<file path="src/design/bdhr_pkg.sv">
`default_nettype none
// ----------------------------------------------------------------------------
// Button debounce package
// Shared widths, register indexes and beat types for the debounce block.
// ----------------------------------------------------------------------------
package bdhr_pkg;

    localparam int NUM_BUTTONS = 3;
    localparam int TIME_W      = 32;
    localparam int CFG_W       = 16;
    localparam int CFG_IDX_W   = 3;

    localparam logic [CFG_IDX_W-1:0] CFG_DEBOUNCE   = 3'd0;
    localparam logic [CFG_IDX_W-1:0] CFG_HOLD_START = 3'd1;
    localparam logic [CFG_IDX_W-1:0] CFG_REPEAT     = 3'd2;
    localparam logic [CFG_IDX_W-1:0] CFG_ACCEL      = 3'd3;
    localparam logic [CFG_IDX_W-1:0] CFG_LONG       = 3'd4;

    localparam logic [CFG_W-1:0] DEBOUNCE_RST   = 16'd50;
    localparam logic [CFG_W-1:0] HOLD_START_RST = 16'd500;
    localparam logic [CFG_W-1:0] REPEAT_RST     = 16'd150;
    localparam logic [CFG_W-1:0] ACCEL_RST      = 16'd1200;
    localparam logic [CFG_W-1:0] LONG_RST       = 16'd1000;

    typedef struct packed {
        logic [CFG_W-1:0] debounce_interval;
        logic [CFG_W-1:0] hold_start;
        logic [CFG_W-1:0] repeat_period;
        logic [CFG_W-1:0] accelerate_after;
        logic [CFG_W-1:0] long_press_time;
    } cfg_t;

    typedef struct packed {
        logic [NUM_BUTTONS-1:0] raw_levels;
        logic [NUM_BUTTONS-1:0] ack_press_mask;
        logic [NUM_BUTTONS-1:0] poll_hold_mask;
        logic [NUM_BUTTONS-1:0] poll_long_mask;
    } item_t;

    typedef struct packed {
        logic [NUM_BUTTONS-1:0] down_mask;
        logic [NUM_BUTTONS-1:0] press_taken_mask;
        logic [NUM_BUTTONS-1:0] repeat_fire_mask;
        logic [NUM_BUTTONS-1:0] long_fire_mask;
    } result_t;

    // Per-button query inputs for one tick.
    typedef struct packed {
        logic sample;
        logic level;
        logic ack;
        logic poll_hold;
        logic poll_long;
    } btn_in_t;

    // Per-button flags for one tick.
    typedef struct packed {
        logic down;
        logic taken;
        logic fire_repeat;
        logic fire_long;
    } btn_out_t;

endpackage
`default_nettype wire

</file>
<file path="src/design/bdhr_cfg.sv">
`default_nettype none
// ----------------------------------------------------------------------------
// Configuration registers
// Five 16-bit timing registers written through a plain write port.
// ----------------------------------------------------------------------------
module bdhr_cfg (
    input  wire logic                          clk,
    input  wire logic                          rst_n,
    input  wire logic                          wr_en,
    input  wire logic [bdhr_pkg::CFG_IDX_W-1:0] wr_index,
    input  wire logic [bdhr_pkg::CFG_W-1:0]     wr_data,
    output bdhr_pkg::cfg_t                     cfg
);

    bdhr_pkg::cfg_t cfg_reg;
    bdhr_pkg::cfg_t cfg_next;

    always_comb
    begin
        cfg_next = cfg_reg;
        if (wr_en)
        begin
            unique case (wr_index)
                bdhr_pkg::CFG_DEBOUNCE:   cfg_next.debounce_interval = wr_data;
                bdhr_pkg::CFG_HOLD_START: cfg_next.hold_start        = wr_data;
                bdhr_pkg::CFG_REPEAT:     cfg_next.repeat_period     = wr_data;
                bdhr_pkg::CFG_ACCEL:      cfg_next.accelerate_after  = wr_data;
                bdhr_pkg::CFG_LONG:       cfg_next.long_press_time   = wr_data;
                default:                  cfg_next = cfg_reg;
            endcase
        end
    end

    always_ff @(posedge clk or negedge rst_n)
    begin
        if (!rst_n)
        begin
            cfg_reg.debounce_interval <= bdhr_pkg::DEBOUNCE_RST;
            cfg_reg.hold_start        <= bdhr_pkg::HOLD_START_RST;
            cfg_reg.repeat_period     <= bdhr_pkg::REPEAT_RST;
            cfg_reg.accelerate_after  <= bdhr_pkg::ACCEL_RST;
            cfg_reg.long_press_time   <= bdhr_pkg::LONG_RST;
        end
        else
        begin
            cfg_reg <= cfg_next;
        end
    end

    assign cfg = cfg_reg;

endmodule
`default_nettype wire

</file>
<file path="src/design/bdhr_button.sv">
`default_nettype none
// ----------------------------------------------------------------------------
// Per-button state
// Debounced level, pending press, hold flag and timestamps of one button,
// with the sample step and the three queries of one tick.
// ----------------------------------------------------------------------------
module bdhr_button (
    input  wire logic                       clk,
    input  wire logic                       rst_n,
    input  wire logic                       step,
    input  wire logic [bdhr_pkg::TIME_W-1:0] now,
    input  wire bdhr_pkg::cfg_t             cfg,
    input  wire bdhr_pkg::btn_in_t          btn_in,
    output bdhr_pkg::btn_out_t              btn_out
);

    logic                       level_reg,      level_next;
    logic                       pending_reg,    pending_next;
    logic                       hold_reg,       hold_next;
    logic [bdhr_pkg::TIME_W-1:0] press_time_reg, press_time_next;
    logic [bdhr_pkg::TIME_W-1:0] repeat_time_reg, repeat_time_next;

    logic                       falling;
    logic                       pend_s;
    logic                       hold_s;
    logic [bdhr_pkg::TIME_W-1:0] age_old;
    logic [bdhr_pkg::TIME_W-1:0] age;
    logic [bdhr_pkg::TIME_W-1:0] since_repeat;
    logic [bdhr_pkg::CFG_W-1:0]  period;
    logic                       taken;
    logic                       pend_a;
    logic                       fire_repeat;
    logic                       fire_long;

    always_comb
    begin
        // Sample step. A falling edge stamps the press with the current time,
        // so the age seen by the hold check is zero on that tick.
        falling         = btn_in.sample && !btn_in.level && level_reg;
        age_old         = now - press_time_reg;
        pend_s          = pending_reg;
        hold_s          = hold_reg;
        level_next      = level_reg;
        press_time_next = press_time_reg;
        if (btn_in.sample)
        begin
            level_next = btn_in.level;
            if (falling)
            begin
                pend_s          = 1'b1;
                hold_s          = 1'b0;
                press_time_next = now;
            end
            else if (btn_in.level)
            begin
                pend_s = 1'b0;
                hold_s = 1'b0;
            end
        end
        age = falling ? '0 : age_old;
        if (btn_in.sample && !btn_in.level
            && (age > {{(bdhr_pkg::TIME_W-bdhr_pkg::CFG_W){1'b0}}, cfg.hold_start}))
        begin
            hold_s = 1'b1;
        end

        // Press acknowledge.
        taken  = btn_in.ack && pend_s;
        pend_a = pend_s && !taken;

        // Hold repeat; the period halves once the press is old enough.
        period = (age > {{(bdhr_pkg::TIME_W-bdhr_pkg::CFG_W){1'b0}}, cfg.accelerate_after})
               ? {1'b0, cfg.repeat_period[bdhr_pkg::CFG_W-1:1]}
               : cfg.repeat_period;
        since_repeat     = now - repeat_time_reg;
        fire_repeat      = btn_in.poll_hold && hold_s
                         && (since_repeat > {{(bdhr_pkg::TIME_W-bdhr_pkg::CFG_W){1'b0}}, period});
        repeat_time_next = fire_repeat ? now : repeat_time_reg;

        // Long press consumes the pending press.
        fire_long    = btn_in.poll_long && pend_a
                     && (age > {{(bdhr_pkg::TIME_W-bdhr_pkg::CFG_W){1'b0}},
                                cfg.long_press_time});
        pending_next = pend_a && !fire_long;
        hold_next    = hold_s;

        btn_out.down        = !level_next;
        btn_out.taken       = taken;
        btn_out.fire_repeat = fire_repeat;
        btn_out.fire_long   = fire_long;
    end

    always_ff @(posedge clk or negedge rst_n)
    begin
        if (!rst_n)
        begin
            level_reg       <= 1'b1;
            pending_reg     <= 1'b0;
            hold_reg        <= 1'b0;
            press_time_reg  <= '0;
            repeat_time_reg <= '0;
        end
        else if (step)
        begin
            level_reg       <= level_next;
            pending_reg     <= pending_next;
            hold_reg        <= hold_next;
            press_time_reg  <= press_time_next;
            repeat_time_reg <= repeat_time_next;
        end
    end

endmodule
`default_nettype wire

</file>
<file path="src/design/button_debounce_hold_repeat.sv">
`default_nettype none
// ----------------------------------------------------------------------------
// Button debounce with hold repeat and long press
// Millisecond-tick debounce of active-low buttons with press, repeat and
// long-press queries.
// ----------------------------------------------------------------------------
//  Channel  | Handshake                 | Payload
//  ---------+---------------------------+---------------------------
//  item     | item_valid / item_stall   | item   (bdhr_pkg::item_t)
//  result   | result_valid/result_stall | result (bdhr_pkg::result_t)
//  config   | wr_en                     | wr_index, wr_data
//
// One tick beat is taken per cycle while item_stall is low; it is registered in the
// input register, then in the result register once that register can accept it.
// The tick logic is a few 32-bit subtract-and-compare paths per button.
// Reset puts the timing registers to their defaults and all buttons to released.
// While the result register is stalled, one further beat is held in the input
// register, and item_stall rises only when both are full.
// ----------------------------------------------------------------------------
module button_debounce_hold_repeat (
    input  wire logic                          clk,
    input  wire logic                          rst_n,
    input  wire logic                          item_valid,
    output      logic                          item_stall,
    input  wire bdhr_pkg::item_t               item,
    output      logic                          result_valid,
    input  wire logic                          result_stall,
    output bdhr_pkg::result_t                  result,
    input  wire logic                          wr_en,
    input  wire logic [bdhr_pkg::CFG_IDX_W-1:0] wr_index,
    input  wire logic [bdhr_pkg::CFG_W-1:0]     wr_data
);

    bdhr_pkg::cfg_t    cfg;
    bdhr_pkg::item_t   item_reg;
    bdhr_pkg::result_t result_reg, result_next;
    logic              item_valid_reg, item_valid_next;
    logic              result_valid_reg, result_valid_next;
    logic [bdhr_pkg::TIME_W-1:0] time_reg, time_next;
    logic [bdhr_pkg::TIME_W-1:0] sample_time_reg, sample_time_next;
    logic              take;
    logic              step;
    logic              sample;

    bdhr_pkg::btn_in_t  btn_in  [bdhr_pkg::NUM_BUTTONS];
    bdhr_pkg::btn_out_t btn_out [bdhr_pkg::NUM_BUTTONS];

    bdhr_cfg u_cfg (
        .clk      (clk),
        .rst_n    (rst_n),
        .wr_en    (wr_en),
        .wr_index (wr_index),
        .wr_data  (wr_data),
        .cfg      (cfg)
    );

    assign step       = item_valid_reg && (!result_valid_reg || !result_stall);
    assign item_stall = item_valid_reg && !step;
    assign take       = item_valid && !item_stall;

    assign item_valid_next   = take || (item_valid_reg && !step);
    assign result_valid_next = step || (result_valid_reg && result_stall);

    always_comb
    begin
        time_next        = time_reg + 1'b1;
        sample           = ((time_next - sample_time_reg)
                           >= {{(bdhr_pkg::TIME_W-bdhr_pkg::CFG_W){1'b0}},
                               cfg.debounce_interval});
        sample_time_next = sample ? time_next : sample_time_reg;
    end

    for (genvar i = 0; i < bdhr_pkg::NUM_BUTTONS; i++)
    begin : g_btn
        assign btn_in[i].sample    = sample;
        assign btn_in[i].level     = item_reg.raw_levels[i];
        assign btn_in[i].ack       = item_reg.ack_press_mask[i];
        assign btn_in[i].poll_hold = item_reg.poll_hold_mask[i];
        assign btn_in[i].poll_long = item_reg.poll_long_mask[i];

        bdhr_button u_button (
            .clk     (clk),
            .rst_n   (rst_n),
            .step    (step),
            .now     (time_next),
            .cfg     (cfg),
            .btn_in  (btn_in[i]),
            .btn_out (btn_out[i])
        );

        assign result_next.down_mask[i]        = btn_out[i].down;
        assign result_next.press_taken_mask[i] = btn_out[i].taken;
        assign result_next.repeat_fire_mask[i] = btn_out[i].fire_repeat;
        assign result_next.long_fire_mask[i]   = btn_out[i].fire_long;
    end

    always_ff @(posedge clk or negedge rst_n)
    begin
        if (!rst_n)
        begin
            item_valid_reg   <= 1'b0;
            result_valid_reg <= 1'b0;
            time_reg         <= '0;
            sample_time_reg  <= '0;
        end
        else
        begin
            item_valid_reg   <= item_valid_next;
            result_valid_reg <= result_valid_next;
            if (step)
            begin
                time_reg        <= time_next;
                sample_time_reg <= sample_time_next;
            end
        end
    end

    always_ff @(posedge clk)
    begin
        if (take)
        begin
            item_reg <= item;
        end
        if (step)
        begin
            result_reg <= result_next;
        end
    end

    assign result_valid = result_valid_reg;
    assign result       = result_reg;

endmodule
`default_nettype wire

</file>
<file path="config.mk">
export PLATFORM = sky130hd
export DESIGN_NAME = button_debounce_hold_repeat
export DESIGN_NICKNAME = d
export VERILOG_FILES = /design/src/design/bdhr_pkg.sv /design/src/design/bdhr_cfg.sv /design/src/design/bdhr_button.sv /design/src/design/button_debounce_hold_repeat.sv
export SDC_FILE = /design/constraint.sdc
export NUM_CORES = 1
export LEC_CHECK = 0
export ABC_AREA = 1
export BUFFER_PORTS_ARGS = -buffer_cell sky130_fd_sc_hd__buf_2
export CAP_MARGIN = 20
export CORE_ASPECT_RATIO = 0.7
export CORE_MARGIN = 4
export CORE_UTILIZATION = 50
export DETAILED_ROUTE_END_ITERATION = 7
export PLACE_DENSITY = 0.66
export SYNTH_ARGS = -nofsm -noshare
export SYNTH_HDL_FRONTEND = slang
export SYNTH_HIERARCHICAL = 1
export SYNTH_SLANG_ARGS = --single-unit
</file>
<file path="constraint.sdc">
create_clock -name clk -period 12.4 [get_ports clk]
set_input_delay 0.62 -clock clk [delete_from_list [all_inputs] [get_ports clk]]
set_output_delay 0.62 -clock clk [all_outputs]
set_load 0.03 [all_outputs]
</file>
==> results_dict.tcl <==
set metrics [dict create \
    yosysSeqAreaShare 0.244 \
    grt_pass1_vias 35695 \
    vdd_drop_max_mv 0.130 \
    path_delay_family "simple AND/OR/NAND/NOR gates" \
    rsz0062_at_grt "false" \
    ys_seq_elements 371 \
    nFillCells 7729 \
    rows 84 \
    grt_max_degree 106 \
    fp.dieH_um 241 \
    cts_buffers 43 \
    dp_hpwl_um 108000 \
    slowest_delay_ns 0.76 \
    arrival_ns 11.59 \
    endpoint "g_btn[0].u_button/repeat_time_reg[6]" \
    worstSetupPathType "flop to flop" \
    cp.depth 59 \
    vias 39669 \
    stdcell_area_sq_um 41600 \
    finalMaxSlewViolations 0 \
    start_util 0.509 \
    syn_to_final_growth_pct 7.57 \
    drtIter0Drc 4365 \
    leakage_nw 24.0 \
    cts_tree "yes" \
    max_slew.worst_pin.slew_ns 1.05 \
    status "finished clean" \
    io_buffer_count 49 \
    hold_ws_ns 0.0562 \
    r2r_cells 59 \
    crit_path_start_kind "flop" \
    clockBufferDepth 3 \
    drc 0 \
    cp.required_ns 12.87 \
    syn-num-nets 6645 \
    crit_top_cell "nand2_1" \
    wl_per_cell_um 19.2 \
    power.density_nw_per_um2 268 \
    slowest_stage "inv_1" \
    layoutNonFillerInstCount 7282 \
    skew_ns 0.0213 \
    grt_usage 0.336 \
    fin_crit_sh 0.897 \
    antenna_left 0 \
    r2r_end "g_btn[0].u_button/repeat_time_reg[6]" \
    regArea_sq_um 9440 \
    path_clk_slew_ns 0.07 \
    grt_antenna_before_repair 4 \
    viasPerCell 5.45 \
    coreArea_sq_um 75900 \
    routed_wl_um 140000 \
    io_pins 50 \
    hold_path_class "input pin to asynchronous set/reset pin" \
    dr.pass1.iters 8 \
    postCtsHoldBufs 0 \
    max-slew-margin-rel 0.302 \
    grt_pass1_wl_um 213000 \
    die-area_sq_um 81900 \
    layout.nets 6675 \
    end_kind "flop" \
    die_width_um 340 \
    syn_area_per_cell_sq_um 6.25 \
    worst-path-buf-inv 6 \
    final_util 0.548 \
    finalSetupTns_ns 0 \
    async_reset_ff_frac 0.935 \
    hold_viol_final 0 \
    final_layout_size_suffix_gt1_frac 0.0602 \
    ys.flop_type "dfrtp_1" \
    clkSinkCount 371 \
    grt_overflow 0 \
    finalWeightedCongestion 0.998 \
    cp-startpoint "time_reg[0]" \
    multi_input_area_sq_um 24500 \
    ys_warn_count 6 \
    r2r-start "time_reg[0]" \
    crit_fanout 33 \
    drv_cap 0 \
    syn_area_sq_um 38600 \
    placed_cell_area_sq_um 40000 \
    setup_violations 0 \
    synth_cell_types 56 \
    htree_levels 2 \
    root_buffer "clkbuf_16" \
    reg2reg_slack_ns 1.28 \
    post_cts_buffers 0 \
    fmax_ghz 0.0899 \
    synth_edf_count 24 \
    clock_latency_ns 0.60 \
    postSynthCellCount 6185 \
    finalCriticalPeriod_ns 11.12 \
    place_inst 7199 \
]
metal layers:
layer | GRT usage | part of all wire | vias up
li1 | - | - | 19644
met5 | 0 | 0.00022 | -
met2 | 0.469 | 0.39 | 1658
met1 | 0.516 | 0.47 | 18186
met4 | 0.0835 | 0.026 | 4
met3 | 0.0818 | 0.11 | 177
cell usage in the layout (no fill, tap or decap), types with 9 or more instances in the layout:
cell type and count:
a21oi_1 387, buf_2 48, buf_4 53, clkbuf_1 10, clkbuf_16 46, dfrtp_1 321, dfstp_2 26, edfxtp_1 24
ha_1 417, inv_1 1067, inv_2 21, nand2_1 2051, nand2_2 55, nand3_1 425, nand3_2 11, nand3b_1 27
nand4_1 194, nor2_1 552, nor2_2 16, nor2_4 9, nor3_1 38, nor3_2 9, o21a_1 15, o21ai_0 164
o21ai_1 9, o21bai_1 34, xor2_1 76, xor2_2 19
synthesized netlist by cell type (all sizes together) (24+ instances only):
cell	number	share of area
o21bai	34	0.0066
xor2	95	0.022
clkbuf	40	0.0039
edfxtp	24	0.019
dfstp	26	0.018
nor3	48	0.0077
a21oi	393	0.051
buf	80	0.015
dfrtp	321	0.21
nand4	197	0.033
o21ai	177	0.023
nand2	2114	0.21
inv	1089	0.11
nand3b	27	0.0052
ha	417	0.14
nor2	579	0.060
nand3	438	0.059
worst reg2reg max path, delay by kind of cell, from the launching register on:
family	cells	cell delay (ns)
AOI/OAI and AO/OA	9	2.03
adders and majority gates	5	1.45
DFF	1	0.39
xor gates and xnor gates	2	0.41
and+or+nand+nor	37	5.23
buffers and inverters	6	1.52
report_power, final:
part | internal [mW] | leakage [nW] | total, mW | switching, mW
combinational | 2.64 | 18.7 | 8.03 | 5.39
sequential | 1.53 | 4.54 | 1.76 | 0.225
clock | 0.788 | 0.701 | 1.36 | 0.573
total | 4.96 | 24.0 | 11.1 | 6.19
final cells by class:
| cell class | instances | area share |
|---|---|---|
| repair buffers | 105 | 0.0175 |
| clock buffers | 60 | 0.0299 |
| inverters | 1091 | 0.0986 |
| multi-input cells | 4603 | 0.590 |
| well taps | 1032 | 0.0311 |
| clock inverters | 18 | 0.00521 |
| flip-flops and latches | 371 | 0.227 |
| diodes | 2 | 0.000120 |
timing repair:
item / 4_1_cts / 5_1_grt
gates resized for setup: 0 / 1
hold endpoints to repair: 0 / 0
setup endpoints to repair: 0 / 15
metrics by stage:
| step | total power, mW | worst slack (ns) |
|---|---|---|
| after floorplan | 7.32 | 3.76 |
| after global placement | 9.45 | 1.48 |
| after detailed placement | 9.55 | 1.22 |
| after CTS | 11.0 | 1.15 |
| after global routing | 12.3 | 0.185 |
| final | 11.1 | 1.28 |
how the worst min path moves through the flow:
stage                                               startpoint                                   end  slack, ns
final                                                    rst_n                         u_cfg/cfg[79]       0.06
after detailed placement  g_btn[2].u_button/repeat_time_reg[2]  g_btn[2].u_button/repeat_time_reg[2]       0.46
after CTS                                                rst_n                         u_cfg/cfg[74]       0.09
after global placement    g_btn[2].u_button/repeat_time_reg[9]  g_btn[2].u_button/repeat_time_reg[9]       0.45
after global routing                                     rst_n                         u_cfg/cfg[71]       0.14
after floorplan                                          rst_n            g_btn[0].u_button/hold_reg       0.32
logic make-up (layout without fill, tap and decap cells):
logic type | Yosys count | after routing | synth area share
AOI/OAI and AO/OA | 639 | 639 | 0.0884
muxes | 3 | 3 | 0.000874
buffers and inverters | 1211 | 1274 | 0.125
xor gates and xnor gates | 100 | 100 | 0.0227
adders and majority gates | 424 | 424 | 0.139
DFF | 371 | 371 | 0.244
and+or+nand+nor | 3437 | 3437 | 0.380
other | 0 | 2 | 0
Note: power is estimated with default switching activity, not from simulation.
